==> config.mk <==
export PLATFORM = sky130hd
export DESIGN_NAME = fan_level_duty_control
export DESIGN_NICKNAME = d
export VERILOG_FILES = /design/src/rtl/fldc_pkg.sv /design/src/rtl/fldc_ctrl.sv /design/src/rtl/fldc_dp.sv /design/src/rtl/fan_level_duty_control.sv
export SDC_FILE = /design/constraint.sdc
export NUM_CORES = 1
export LEC_CHECK = 0
export BUFFER_PORTS_ARGS = -buffer_cell sky130_fd_sc_hd__buf_4
export CORE_MARGIN = 3
export CORE_UTILIZATION = 59
export DETAILED_ROUTE_END_ITERATION = 10
export PLACE_DENSITY = 0.79
export SYNTH_ARGS = -nofsm -noshare
export SYNTH_HDL_FRONTEND = slang
export SYNTH_SLANG_ARGS = --single-unit
==> constraint.sdc <==
create_clock -name clk -period 7.2 [get_ports clk]
set_input_delay 0.36 -clock clk [delete_from_list [all_inputs] [get_ports clk]]
set_output_delay 0.36 -clock clk [all_outputs]
set_load 0.005 [all_outputs]
==> src/rtl/fldc_pkg.sv <==
`timescale 1ns / 1ps

package fldc_pkg;

  // default number of thermal levels
  localparam int LEVEL_COUNT_DEF = 12;

  // field widths
  localparam int LVL_W      = 4;
  localparam int TEMP_W     = 8;
  localparam int DUTY_W     = 8;
  localparam int STEP_W     = 4;
  localparam int MODE_W     = 2;
  localparam int CH_W       = 3;
  localparam int CFG_IDX_W  = 3;
  localparam int CFG_DATA_W = 8;
  localparam int IN_DATA_W  = 24;
  localparam int OUT_DATA_W = 32;

  // internal arithmetic widths: level thresholds and offset products
  localparam int THR_W = 12;
  localparam int ACC_W = 16;

  // fixed thresholds of the bottom and top levels
  localparam logic signed [THR_W-1:0] ON_LVL0  = THR_W'(-35);
  localparam logic signed [THR_W-1:0] OFF_LVL0 = THR_W'(-128);
  localparam logic signed [THR_W-1:0] OFF_LVL1 = THR_W'(-40);
  localparam logic signed [THR_W-1:0] ON_TOP   = THR_W'(127);

  // reciprocal of ten for small operands: floor(m/10) = (m*205) >> 11
  localparam int RECIP_W   = 8;
  localparam logic [RECIP_W-1:0] RECIP_TEN = 8'd205;
  localparam int PROD_W    = 17;

  // reset values of the state
  localparam logic [LVL_W-1:0]  LEVEL_RST = 4'd1;
  localparam logic [TEMP_W-1:0] PREV_RST  = 8'd127;

  // configuration register indexes
  typedef enum logic [CFG_IDX_W-1:0] {
    CFG_TEMP_TOP    = 3'd0,
    CFG_TEMP_BASE   = 3'd1,
    CFG_DUTY_FULL   = 3'd2,
    CFG_DUTY_FLOOR  = 3'd3,
    CFG_ACTIVE_LOW  = 3'd4,
    CFG_FAN_CHANNEL = 3'd5
  } cfg_idx_t;

  // drive mode codes
  typedef enum logic [MODE_W-1:0] {
    DRV_LOW  = 2'd0,
    DRV_HIGH = 2'd1,
    DRV_PWM  = 2'd2
  } drive_t;

  // configuration registers as seen by the datapath
  typedef struct packed {
    logic [TEMP_W-1:0] temp_top;
    logic [TEMP_W-1:0] temp_base;
    logic [DUTY_W-1:0] duty_full;
    logic [DUTY_W-1:0] duty_floor;
    logic              active_low;
    logic [CH_W-1:0]   fan_channel;
  } cfg_t;

  // controller to datapath
  typedef struct packed {
    logic load;
    logic prep;
    logic up;
    logic dn;
    logic c1;
    logic c2;
    logic c3;
    logic fin;
  } cmd_t;

  // datapath to controller
  typedef struct packed {
    logic echo;
    logic up_go;
    logic dn_go;
  } sts_t;

  // pwm step of each level
  function automatic logic [STEP_W-1:0] step_of(input logic [LVL_W-1:0] lvl);
    logic [STEP_W-1:0] s;
    case (lvl)
      4'd2:    s = 4'd4;
      4'd3:    s = 4'd4;
      4'd4:    s = 4'd5;
      4'd5:    s = 4'd5;
      4'd6:    s = 4'd6;
      4'd7:    s = 4'd7;
      4'd8:    s = 4'd6;
      4'd9:    s = 4'd3;
      default: s = 4'd0;
    endcase
    return s;
  endfunction

endpackage

==> src/rtl/fldc_ctrl.sv <==
`timescale 1ns / 1ps

module fldc_ctrl (
  input  logic              clk,
  input  logic              rst_n,
  input  logic              in_tvalid,
  output logic              in_tready,
  output logic              out_tvalid,
  input  logic              out_tready,
  input  fldc_pkg::sts_t    sts,
  output fldc_pkg::cmd_t    cmd
);

  typedef enum logic [7:0] {
    S_IDLE = 8'b0000_0001,
    S_PREP = 8'b0000_0010,
    S_UP   = 8'b0000_0100,
    S_DN   = 8'b0000_1000,
    S_C1   = 8'b0001_0000,
    S_C2   = 8'b0010_0000,
    S_C3   = 8'b0100_0000,
    S_FIN  = 8'b1000_0000
  } state_t;

  state_t state_r, state_nxt;
  logic   out_valid_r, out_valid_nxt;

  // sequencing of one item and the output register flag
  always_comb begin
    state_nxt     = state_r;
    out_valid_nxt = out_valid_r;
    cmd           = '0;
    if (out_valid_r && out_tready) begin
      out_valid_nxt = 1'b0;
    end
    case (state_r)
      S_IDLE: begin
        if (in_tvalid) begin
          cmd.load  = 1'b1;
          state_nxt = S_PREP;
        end
      end
      S_PREP: begin
        cmd.prep  = 1'b1;
        state_nxt = sts.echo ? S_FIN : S_UP;
      end
      S_UP: begin
        if (sts.up_go) begin
          cmd.up = 1'b1;
        end else begin
          state_nxt = S_DN;
        end
      end
      S_DN: begin
        if (sts.dn_go) begin
          cmd.dn = 1'b1;
        end else begin
          state_nxt = S_C1;
        end
      end
      S_C1: begin
        cmd.c1    = 1'b1;
        state_nxt = S_C2;
      end
      S_C2: begin
        cmd.c2    = 1'b1;
        state_nxt = S_C3;
      end
      S_C3: begin
        cmd.c3    = 1'b1;
        state_nxt = S_FIN;
      end
      S_FIN: begin
        if (!out_valid_r || out_tready) begin
          cmd.fin       = 1'b1;
          out_valid_nxt = 1'b1;
          state_nxt     = S_IDLE;
        end
      end
      default: state_nxt = S_IDLE;
    endcase
  end

  always_ff @(posedge clk) begin
    if (!rst_n) begin
      state_r     <= S_IDLE;
      out_valid_r <= 1'b0;
    end else begin
      state_r     <= state_nxt;
      out_valid_r <= out_valid_nxt;
    end
  end

  assign in_tready  = (state_r == S_IDLE);
  assign out_tvalid = out_valid_r;

endmodule

==> src/rtl/fldc_dp.sv <==
`timescale 1ns / 1ps

module fldc_dp #(
  parameter int LEVEL_COUNT = fldc_pkg::LEVEL_COUNT_DEF
) (
  input  logic                            clk,
  input  logic                            rst_n,
  input  fldc_pkg::cfg_t                  cfg,
  input  fldc_pkg::cmd_t                  cmd,
  output fldc_pkg::sts_t                  sts,
  input  logic [fldc_pkg::IN_DATA_W-1:0]  in_tdata,
  output logic [fldc_pkg::OUT_DATA_W-1:0] out_tdata,
  output logic [0:0]                      out_tuser
);

  localparam int LVL_W  = fldc_pkg::LVL_W;
  localparam int TEMP_W = fldc_pkg::TEMP_W;
  localparam int DUTY_W = fldc_pkg::DUTY_W;
  localparam int STEP_W = fldc_pkg::STEP_W;
  localparam int THR_W  = fldc_pkg::THR_W;
  localparam int ACC_W  = fldc_pkg::ACC_W;
  localparam int PROD_W = fldc_pkg::PROD_W;
  localparam int SPAN_W = 6;
  localparam int HALF_W = 5;
  localparam int TEN_W  = 5;
  localparam int TWN_W  = 4;
  localparam int MAG_W  = 9;
  localparam int DRAW_W = 10;

  localparam logic [LVL_W-1:0] LVL_MAX = LVL_W'(LEVEL_COUNT - 1);
  // duty table breakpoints: tenth steps up to level six, fixed twentieths, full at level zero and from ten
  localparam logic [LVL_W-1:0] LVL_TENTH_END = 4'd6;
  localparam logic [LVL_W-1:0] LVL_TW_A      = 4'd7;
  localparam logic [LVL_W-1:0] LVL_TW_B      = 4'd8;
  localparam logic [LVL_W-1:0] LVL_FULL_FROM = 4'd10;
  localparam logic [DRAW_W-1:0] TW_MUL_A = 10'd13;
  localparam logic [DRAW_W-1:0] TW_MUL_B = 10'd16;
  localparam logic [DRAW_W-1:0] TW_MUL_C = 10'd19;

  // floor(m/10) and floor(m/20) for m up to 319, the widest that the result fields hold
  function automatic logic [TEN_W-1:0] div10(input logic [MAG_W-1:0] m);
    logic [PROD_W-1:0] p;
    p = PROD_W'(m) * PROD_W'(fldc_pkg::RECIP_TEN);
    return p[15:11];
  endfunction

  function automatic logic [TWN_W-1:0] div20(input logic [MAG_W-1:0] m);
    logic [PROD_W-1:0] p;
    p = PROD_W'(m) * PROD_W'(fldc_pkg::RECIP_TEN);
    return p[15:12];
  endfunction

  // level "on" point
  function automatic logic signed [THR_W-1:0] thr_on(
    input logic [LVL_W-1:0]         i,
    input logic signed [SPAN_W-1:0] sp,
    input logic signed [TEMP_W-1:0] base
  );
    logic signed [THR_W-1:0] k;
    logic signed [THR_W-1:0] spx;
    logic signed [THR_W-1:0] r;
    k   = THR_W'(signed'({1'b0, i})) - THR_W'(1);
    spx = THR_W'(sp);
    if (i == '0) begin
      r = fldc_pkg::ON_LVL0;
    end else if (i >= LVL_MAX) begin
      r = fldc_pkg::ON_TOP;
    end else begin
      r = spx * k + THR_W'(base);
    end
    return r;
  endfunction

  // level "off" point
  function automatic logic signed [THR_W-1:0] thr_off(
    input logic [LVL_W-1:0]         i,
    input logic signed [SPAN_W-1:0] sp,
    input logic signed [HALF_W-1:0] hf,
    input logic signed [TEMP_W-1:0] base
  );
    logic signed [THR_W-1:0] k;
    logic signed [THR_W-1:0] spx;
    logic signed [THR_W-1:0] r;
    k   = THR_W'(signed'({1'b0, i})) - THR_W'(2);
    spx = THR_W'(sp);
    if (i == '0) begin
      r = fldc_pkg::OFF_LVL0;
    end else if (i == LVL_W'(1)) begin
      r = fldc_pkg::OFF_LVL1;
    end else begin
      r = spx * k + THR_W'(base) - THR_W'(hf);
    end
    return r;
  endfunction

  // saturate a signed sum to 0..top
  function automatic logic [DUTY_W-1:0] clamp_acc(
    input logic signed [ACC_W-1:0] v,
    input logic [DUTY_W-1:0]       top
  );
    logic [DUTY_W-1:0] r;
    if (v < 0) begin
      r = '0;
    end else if (v > ACC_W'(signed'({1'b0, top}))) begin
      r = top;
    end else begin
      r = v[DUTY_W-1:0];
    end
    return r;
  endfunction

  // item registers
  logic signed [TEMP_W-1:0] temp_r;
  logic [DUTY_W-1:0]        last_d_r;
  logic [LVL_W-1:0]         lvl_r;
  logic                     echo_r;
  logic signed [SPAN_W-1:0] span_r;
  logic signed [HALF_W-1:0] half_r;
  logic [TEN_W-1:0]         tenth_r;
  logic [TWN_W-1:0]         twen_r;
  logic [DUTY_W-1:0]        dcr0_r;
  logic [STEP_W-1:0]        step_r;
  logic signed [THR_W-1:0]  on_r;
  logic signed [THR_W-1:0]  off_r;
  logic signed [ACC_W-1:0]  prod_r;
  logic                     active_r;
  logic                     rising_r;
  logic [DUTY_W-1:0]        res_r;
  logic [fldc_pkg::OUT_DATA_W-1:0] out_data_r;
  logic                     out_user_r;

  // persistent state
  logic [LVL_W-1:0]         cur_lvl_r;
  logic signed [TEMP_W-1:0] prev_r;

  // load: hotter temperature, logical readback, starting level
  logic signed [TEMP_W-1:0] cpu_t, sys_t, temp_ld;
  logic [DUTY_W-1:0]        raw_t, last_d_ld;
  logic [LVL_W-1:0]         lvl_ld;

  always_comb begin
    cpu_t   = signed'(in_tdata[7:0]);
    sys_t   = signed'(in_tdata[15:8]);
    raw_t   = in_tdata[23:16];
    temp_ld = (cpu_t > sys_t) ? cpu_t : sys_t;
    if (cfg.active_low) begin
      last_d_ld = (raw_t > cfg.duty_full) ? '0 : cfg.duty_full - raw_t;
    end else begin
      last_d_ld = raw_t;
    end
    lvl_ld = (cur_lvl_r > LVL_MAX) ? LVL_MAX : cur_lvl_r;
  end

  // prep: table span, half window, duty tenth and twentieth
  logic signed [DRAW_W-1:0] d_span, d_half;
  logic [MAG_W-1:0]         m_span, m_half;
  logic [TEN_W-1:0]         q_span;
  logic [TWN_W-1:0]         q_half;
  logic signed [SPAN_W-1:0] span_p;
  logic signed [HALF_W-1:0] half_p;

  always_comb begin
    d_span = DRAW_W'(signed'(cfg.temp_top)) - DRAW_W'(signed'(cfg.temp_base)) + DRAW_W'(5);
    d_half = DRAW_W'(signed'(cfg.temp_top)) - DRAW_W'(signed'(cfg.temp_base)) + DRAW_W'(10);
    m_span = d_span[DRAW_W-1] ? MAG_W'(-d_span) : MAG_W'(d_span);
    m_half = d_half[DRAW_W-1] ? MAG_W'(-d_half) : MAG_W'(d_half);
    q_span = div10(m_span);
    q_half = div20(m_half);
    span_p = d_span[DRAW_W-1] ? -SPAN_W'(q_span) : SPAN_W'(q_span);
    half_p = d_half[DRAW_W-1] ? -HALF_W'(q_half) : HALF_W'(q_half);
  end

  // search status: threshold compares at the current level
  logic signed [THR_W-1:0] tx;
  logic signed [THR_W-1:0] on_cur, off_cur;

  always_comb begin
    tx        = THR_W'(temp_r);
    on_cur    = thr_on(lvl_r, span_r, signed'(cfg.temp_base));
    off_cur   = thr_off(lvl_r, span_r, half_r, signed'(cfg.temp_base));
    sts.echo  = (temp_r == prev_r);
    sts.up_go = (lvl_r < LVL_MAX) && (tx > on_cur);
    sts.dn_go = (lvl_r != '0) && (tx < off_cur);
  end

  // c1: table duty of the final level
  logic [DRAW_W-1:0] draw;
  logic [DRAW_W-1:0] lvl_m1;

  always_comb begin
    lvl_m1 = DRAW_W'(lvl_r) - DRAW_W'(1);
    if (lvl_r == '0 || lvl_r >= LVL_MAX || lvl_r >= LVL_FULL_FROM) begin
      draw = DRAW_W'(cfg.duty_full);
    end else if (lvl_r <= LVL_TENTH_END) begin
      draw = DRAW_W'(tenth_r) * lvl_m1 + DRAW_W'(cfg.duty_floor);
    end else if (lvl_r == LVL_TW_A) begin
      draw = DRAW_W'(twen_r) * TW_MUL_A + DRAW_W'(cfg.duty_floor);
    end else if (lvl_r == LVL_TW_B) begin
      draw = DRAW_W'(twen_r) * TW_MUL_B + DRAW_W'(cfg.duty_floor);
    end else begin
      draw = DRAW_W'(twen_r) * TW_MUL_C + DRAW_W'(cfg.duty_floor);
    end
  end

  // c2: offset factor times step
  logic signed [THR_W:0]   diff;
  logic signed [THR_W:0]   hw;
  logic signed [ACC_W-1:0] fac;
  logic signed [ACC_W-1:0] stp;
  logic                    rising_c;

  always_comb begin
    rising_c = (temp_r > prev_r);
    diff     = (THR_W + 1)'(on_r) - (THR_W + 1)'(off_r);
    hw       = diff >>> 1;
    fac      = ACC_W'(tx) - ACC_W'(off_r) + (rising_c ? ACC_W'(0) : ACC_W'(hw));
    stp      = ACC_W'(signed'({1'b0, step_r}));
  end

  // c3: saturate and hold against the current duty
  logic signed [ACC_W-1:0] sum;
  logic [DUTY_W-1:0]       c_sat;
  logic [DUTY_W-1:0]       c_adj;
  logic [DRAW_W-1:0]       up_sum;

  always_comb begin
    sum    = ACC_W'(signed'({1'b0, dcr0_r})) + prod_r;
    c_sat  = clamp_acc(sum, cfg.duty_full);
    up_sum = DRAW_W'(last_d_r) + DRAW_W'(step_r);
    c_adj  = c_sat;
    if (rising_r) begin
      if (c_sat < last_d_r) begin
        c_adj = (up_sum <= DRAW_W'(cfg.duty_full)) ? up_sum[DUTY_W-1:0] : cfg.duty_full;
      end
    end else if (c_sat > last_d_r) begin
      c_adj = last_d_r;
    end
  end

  // finish: drive mode and register value
  fldc_pkg::drive_t        mode;
  logic [DUTY_W-1:0]       reg_v;
  logic [STEP_W-1:0]       srate;
  logic                    sen;
  logic [fldc_pkg::OUT_DATA_W-1:0] res_word;

  always_comb begin
    mode  = fldc_pkg::DRV_PWM;
    reg_v = '0;
    srate = '0;
    sen   = 1'b0;
    if (res_r == '0) begin
      mode = fldc_pkg::DRV_LOW;
    end else if (res_r == cfg.duty_full) begin
      mode = fldc_pkg::DRV_HIGH;
    end else begin
      reg_v = cfg.active_low ? cfg.duty_full - res_r : res_r;
      srate = step_r;
      sen   = (step_r != '0);
    end
    if (echo_r) begin
      res_word = {2'b00, cfg.fan_channel, 1'b0, {DUTY_W{1'b0}}, fldc_pkg::DRV_LOW,
                  {STEP_W{1'b0}}, cur_lvl_r, last_d_r};
    end else begin
      res_word = {2'b00, cfg.fan_channel, sen, reg_v, mode, srate, lvl_r, res_r};
    end
  end

  // item datapath registers
  always_ff @(posedge clk) begin
    if (cmd.load) begin
      temp_r   <= temp_ld;
      last_d_r <= last_d_ld;
      lvl_r    <= lvl_ld;
    end
    if (cmd.prep) begin
      echo_r  <= sts.echo;
      span_r  <= span_p;
      half_r  <= half_p;
      tenth_r <= div10(MAG_W'(cfg.duty_full) + MAG_W'(5));
      twen_r  <= div20(MAG_W'(cfg.duty_full) + MAG_W'(10));
    end
    if (cmd.up) begin
      lvl_r <= lvl_r + LVL_W'(1);
    end
    if (cmd.dn) begin
      lvl_r <= lvl_r - LVL_W'(1);
    end
    if (cmd.c1) begin
      dcr0_r <= (draw > DRAW_W'(cfg.duty_full)) ? cfg.duty_full : draw[DUTY_W-1:0];
      step_r <= fldc_pkg::step_of(lvl_r);
      on_r   <= on_cur;
      off_r  <= off_cur;
    end
    if (cmd.c2) begin
      prod_r   <= fac * stp;
      rising_r <= rising_c;
      active_r <= (dcr0_r != '0) && (dcr0_r < cfg.duty_full);
    end
    if (cmd.c3) begin
      res_r <= active_r ? c_adj : dcr0_r;
    end
    if (cmd.fin) begin
      out_data_r <= res_word;
      out_user_r <= !echo_r;
    end
  end

  // level and last temperature, kept when the temperature is unchanged
  always_ff @(posedge clk) begin
    if (!rst_n) begin
      cur_lvl_r <= fldc_pkg::LEVEL_RST;
      prev_r    <= signed'(fldc_pkg::PREV_RST);
    end else if (cmd.fin && !echo_r) begin
      cur_lvl_r <= lvl_r;
      prev_r    <= temp_r;
    end
  end

  assign out_tdata    = out_data_r;
  assign out_tuser[0] = out_user_r;

endmodule

==> src/rtl/fan_level_duty_control.sv <==
`timescale 1ns / 1ps
// channel  side    handshake               payload
// in       slave   in_tvalid / in_tready   in_tdata[23:0]
// out      master  out_tvalid / out_tready out_tdata[31:0], out_tuser[0:0]
// cfg      slave   cfg_valid / cfg_ready   cfg_index[2:0], cfg_data[7:0]
//
// an item with an unchanged temperature goes from load and prep straight to
// finish; otherwise the level search makes at most 2*(LEVEL_COUNT-1) moves, one
// level per cycle through the threshold compare, before steps c1, c2 and c3.
// reset is synchronous, active low: level 1, last temperature 127, config defaults.
// a result held in the output register stalls the next item only at its last step.
// cfg_ready is always high; writes land in the next cycle.

module fan_level_duty_control #(
  parameter int LEVEL_COUNT = fldc_pkg::LEVEL_COUNT_DEF
) (
  input  logic                            clk,
  input  logic                            rst_n,
  // cpu_deg [7:0], sys_deg [15:8], duty_readback [23:16]
  input  logic [fldc_pkg::IN_DATA_W-1:0]  in_tdata,
  input  logic                            in_tvalid,
  output logic                            in_tready,
  // new_duty [7:0], fan_level [11:8], step_rate [15:12], drive_mode [17:16],
  // duty_register [25:18], step_enable [26], target_channel [29:27], zero [31:30]
  output logic [fldc_pkg::OUT_DATA_W-1:0] out_tdata,
  // written [0]
  output logic [0:0]                      out_tuser,
  output logic                            out_tvalid,
  input  logic                            out_tready,
  input  logic                            cfg_valid,
  output logic                            cfg_ready,
  input  logic [fldc_pkg::CFG_IDX_W-1:0]  cfg_index,
  input  logic [fldc_pkg::CFG_DATA_W-1:0] cfg_data
);

  fldc_pkg::cfg_t cfg_r, cfg_nxt;
  fldc_pkg::cmd_t cmd;
  fldc_pkg::sts_t sts;

  // configuration register writes
  always_comb begin
    cfg_nxt = cfg_r;
    if (cfg_valid) begin
      case (fldc_pkg::cfg_idx_t'(cfg_index))
        fldc_pkg::CFG_TEMP_TOP:    cfg_nxt.temp_top    = cfg_data;
        fldc_pkg::CFG_TEMP_BASE:   cfg_nxt.temp_base   = cfg_data;
        fldc_pkg::CFG_DUTY_FULL:   cfg_nxt.duty_full   = cfg_data;
        fldc_pkg::CFG_DUTY_FLOOR:  cfg_nxt.duty_floor  = cfg_data;
        fldc_pkg::CFG_ACTIVE_LOW:  cfg_nxt.active_low  = cfg_data[0];
        fldc_pkg::CFG_FAN_CHANNEL: cfg_nxt.fan_channel = cfg_data[fldc_pkg::CH_W-1:0];
        default: ;
      endcase
    end
  end

  always_ff @(posedge clk) begin
    if (!rst_n) begin
      cfg_r.temp_top    <= 8'd65;
      cfg_r.temp_base   <= 8'd20;
      cfg_r.duty_full   <= 8'd255;
      cfg_r.duty_floor  <= 8'd0;
      cfg_r.active_low  <= 1'b0;
      cfg_r.fan_channel <= 3'd0;
    end else begin
      cfg_r <= cfg_nxt;
    end
  end

  assign cfg_ready = 1'b1;

  // sequencer
  fldc_ctrl u_ctrl (
    .clk        (clk),
    .rst_n      (rst_n),
    .in_tvalid  (in_tvalid),
    .in_tready  (in_tready),
    .out_tvalid (out_tvalid),
    .out_tready (out_tready),
    .sts        (sts),
    .cmd        (cmd)
  );

  // level search and duty arithmetic
  fldc_dp #(
    .LEVEL_COUNT (LEVEL_COUNT)
  ) u_dp (
    .clk       (clk),
    .rst_n     (rst_n),
    .cfg       (cfg_r),
    .cmd       (cmd),
    .sts       (sts),
    .in_tdata  (in_tdata),
    .out_tdata (out_tdata),
    .out_tuser (out_tuser)
  );

  // unchanged temperature leaves all drive fields clear
  a_echo_clear: assert property (@(posedge clk) disable iff (!rst_n)
    out_tvalid && !out_tuser[0] |-> out_tdata[26:12] == '0)
    else $error("drive fields set on an unchanged-temperature result");

  // level stays within the table
  a_level_range: assert property (@(posedge clk) disable iff (!rst_n)
    out_tvalid |-> out_tdata[11:8] <= fldc_pkg::LVL_W'(LEVEL_COUNT - 1))
    else $error("fan level beyond the table");

  // a computed duty never exceeds full speed
  a_duty_bound: assert property (@(posedge clk) disable iff (!rst_n)
    out_tvalid && out_tuser[0] |-> out_tdata[7:0] <= cfg_r.duty_full)
    else $error("new duty above duty_full");

  // one item at a time: an accepted transaction closes the input
  a_one_item: assert property (@(posedge clk) disable iff (!rst_n)
    in_tvalid && in_tready |=> !in_tready)
    else $error("input reopened right after a transaction");

endmodule

==> results.json <==
{
  "hp-class": "primary input to flip-flop",
  "grt_max_degree": 33,
  "synthMuxAreaShare_pct": 2.11,
  "cap_violations": 0,
  "ctsHoldBuffers": 0,
  "cts_made_buffers": 17,
  "die_area_um2": 45600,
  "diodes": 0,
  "crit_top_cell": "fa_1",
  "layout_common_cells": "inv_1 (452), ha_1 (450), nand2_1 (204)",
  "setup_viol": 0,
  "io_pins": 76,
  "grt_remaining_overflow": 0,
  "cts.reportedPaths.clkPinSlew_ns": 0.08,
  "synth_top_family_by_area": "adder cells",
  "holdWs_ns": 0.168,
  "fillers": 3314,
  "holdPathStages": 2,
  "synth_edf_count": 132,
  "wl_met3_um": 3680,
  "tightest_slew_ns": 1.17,
  "outcome": "completed",
  "core_um2": 42200,
  "vias": 20400,
  "ff2ff_path_depth": 33,
  "top_layer": "met5",
  "ys_warn_count": 0,
  "cts_tree": "yes",
  "ys_ff_latch": 189,
  "period_share_pct": 98.0,
  "ant_nets": 0,
  "finalPower_mw": 9.41,
  "drc_errors": 0,
  "synth-xor-area-share_pct": 7.16,
  "yosys_most_used_dff": "edfxtp_1",
  "syn_avg_cell_area_um2": 8.99,
  "max_freq_ghz": 0.142,
  "required_ns": 7.57,
  "crit_path_start_kind": "flip-flop",
  "synth-simple-area-share_pct": 13.3,
  "seq_area_frac_synth_pct": 20.1,
  "die_height_um": 214,
  "place_hpwl_um": 51100,
  "power_density_nw_per_um2": 332,
  "worstSetupPathType": "flip-flop to flip-flop",
  "drive_gt1_share_pct": 11.8,
  "finalCriticalPeriod_ns": 7.06,
  "drtPass1Iterations": 6,
  "grt_use_total_pct": 27.6,
  "wl_per_cell_um": 18.0,
  "synthAdderAreaFrac_pct": 35.9,
  "cp_max_fo": 3,
  "wl_met2_um": 31100,
  "slew_headroom_pct": 21.9,
  "yosysUniqueCellTypes": 87,
  "synth-compound-area-share_pct": 13.7,
  "cts_num_sinks": 189,
  "via_per_inst": 5.83,
  "async_reset_ff_share_pct": 0,
  "area_growth_pct": 11.4,
  "grt_pass1_vias": 21000,
  "netlist_instances": 2826,
  "hold_path_startpoint": "in_tvalid",
  "timing.rr.start": "u_dp.lvl_r[2]",
  "die_w_um": 214,
  "slowest_stage": "fa_1",
  "first_iter_violations": 1204,
  "leakage_nw": 13.7,
  "worstSkewPairLatency_ns": 0.46,
  "cts_buffer_depth": 2,
  "crit_arrival_ns": 7.43,
  "hold_violations": 0,
  "drt-total-wl_um": 62900,
  "final_common_cell": "inv_1",
  "seq_area_um2": 5110,
  "grt_first_pass_wirelength_um": 102000,
  "wl_met1_um": 26400,
  "maxSlewViolCount": 0,
  "synth_area_um2": 25400,
  "critPathMaxStageDelay_ns": 0.57,
  "clock-root-buffer": "clkbuf_16",
  "nNetsFinal": 3623,
  "path_buf_inv": 4,
  "place_congestion": 0.959,
  "cp_top_family": "adder cells",
  "fin_skew_ns": 0.0143,
  "cp-end-kind": "flip-flop",
  "numPortBuffers": 71,
  "rows": 75,
  "floorplan.initialDensity_pct": 60.2,
  "reg2reg_to": "u_ctrl.state_r[3]",
  "multi_input_area_um2": 19000,
  "antenna_found_initial": 1,
  "worst-r2r-setup-slack_ns": 0.14,
  "peakVddDrop_mv": 0.663,
  "htreeDepth": 4,
  "worstHoldEndpoint": "u_ctrl.state_r[0]"
}
==> state kept, by name, indices dropped and copies added (netlist names) <==
name / cells
u_dp.rising_r: 1
u_dp.step_r: 3
u_dp.lvl_r: 4
u_dp.span_r: 6
u_dp.on_r: 12
u_dp.echo_r: 1
u_ctrl.state_r: 8
u_dp.prod_r: 16
u_dp.out_tuser: 1
u_dp.temp_r: 8
u_dp.tenth_r: 5
u_dp.twen_r: 4
u_dp.cur_lvl_r: 4
cfg_r: 36
u_dp.prev_r: 8
u_dp.active_r: 1
u_dp.last_d_r: 8
u_dp.dcr0_r: 8
u_ctrl.out_tvalid: 1
u_dp.half_r: 5
u_dp.off_r: 12
u_dp.res_r: 8
u_dp.out_tdata: 29
==> cell usage after synthesis, types with 4 or more instances <==
master	count	area [um2]
edfxtp_1	132	3960
nor4_1	7	43.8
a211oi_1	14	105
o22ai_1	20	125
a2111oi_0	6	52.6
mux2_2	21	236
o31ai_1	9	67.6
and2_1	65	407
o41ai_1	5	43.8
a31oi_1	15	93.8
nor2_1	166	623
nand4_1	19	119
nor3b_1	6	45.0
xor2_1	49	429
o21bai_1	36	270
ha_1	467	5840
a311oi_1	5	43.8
fa_1	164	3280
xnor2_1	156	1370
buf_4	4	30.0
or3_1	15	93.8
a21oi_1	161	806
nor2b_1	58	363
buf_1	4	15.0
dfxtp_1	57	1140
nand3b_1	6	45.0
or2_2	17	106
a21boi_0	7	52.6
nand3_1	27	135
o21a_1	32	240
and3_1	12	75.1
inv_1	455	1710
mux2i_1	30	300
o21ai_0	105	526
nand2b_1	31	194
o211ai_1	27	203
nand2_1	209	785
a31o_2	4	35.0
clkbuf_1	48	180
a21o_1	58	435
nor3_1	33	165
==> metal layers <==
layer  up-vias  global-route usage, %
li1       9837                      -
met1      9914                   34.8
met2       552                   48.5
met3       125                   5.11
met4         2                   8.32
met5         -                      0
==> where the power goes <==
part	switching (mW)	internal, mW
registers	0.0445	1.39
logic	3.82	3.24
clock network	0.466	0.458
total	4.33	5.09
==> worst register-to-register path, delay by kind of cell (launching register included) <==
family                     cells  cell delay [ns]
adders and majority gates      8             3.08
and+or+nand+nor                9             1.35
AOI/OAI and AO/OA              9             1.19
buffers and inverters          4             0.46
xor gates and xnor gates       3             0.46
DFF                            1             0.45
==> kinds of logic (layout without fill, tap and decap cells) <==
group,count (synthesis),count (layout)
muxes,51,51
DFF,189,189
other,2,4
adders and majority gates,631,631
and+or+nand+nor,691,691
AOI/OAI and AO/OA,541,541
buffers and inverters,515,652
xor gates and xnor gates,206,206
==> stage by stage <==
| stage | TNS (ns) | cells | cell area [um2] | setup slack [ns] | util (%) |
|---|---|---|---|---|---|
| final | 0 | 3504 | 28300 | 0.141 | 67.0 |
| after global routing | -1.30 | 3504 | 28300 | -0.155 | 67.0 |
| after CTS | -0.0162 | 3486 | 27600 | -0.0162 | 65.4 |
| after detailed placement | -0.585 | 3451 | 27000 | -0.127 | 63.9 |
| after global placement | 0 | 3451 | 27000 | 0.0794 | 63.9 |
| after floorplan | -0.0408 | 2828 | 25500 | -0.0408 | - |
==> area by class of cell <==
cell class              count  area share [%]
repair buffers            164            4.38
well taps                 539            2.38
flip-flops and latches    189            18.0
multi-input cells        2124            67.2
clock inverters            13           0.455
inverters                 456            6.05
clock buffers              19            1.53
==> worst max path at each step <==
stage / start / endpoint / slack [ns] / cells after the start
after floorplan: u_dp.lvl_r[1] / u_ctrl.state_r[5] / -0.04 / 33
after global placement: u_dp.lvl_r[1] / u_ctrl.state_r[3] / 0.08 / 34
after detailed placement: u_dp.lvl_r[1] / u_ctrl.state_r[5] / -0.13 / 32
after CTS: u_dp.lvl_r[1] / u_ctrl.state_r[5] / -0.02 / 32
after global routing: u_dp.lvl_r[1] / u_ctrl.state_r[3] / -0.15 / 32
final: u_dp.lvl_r[2] / u_ctrl.state_r[3] / 0.14 / 33
==> timing repair <==
item	CTS	global route
setup endpoints to repair	12	23
gates resized for setup	12	109
pin swaps	3	43
buffers inserted	3	18
No activity file was read; power rests on OpenSTA's default activity.
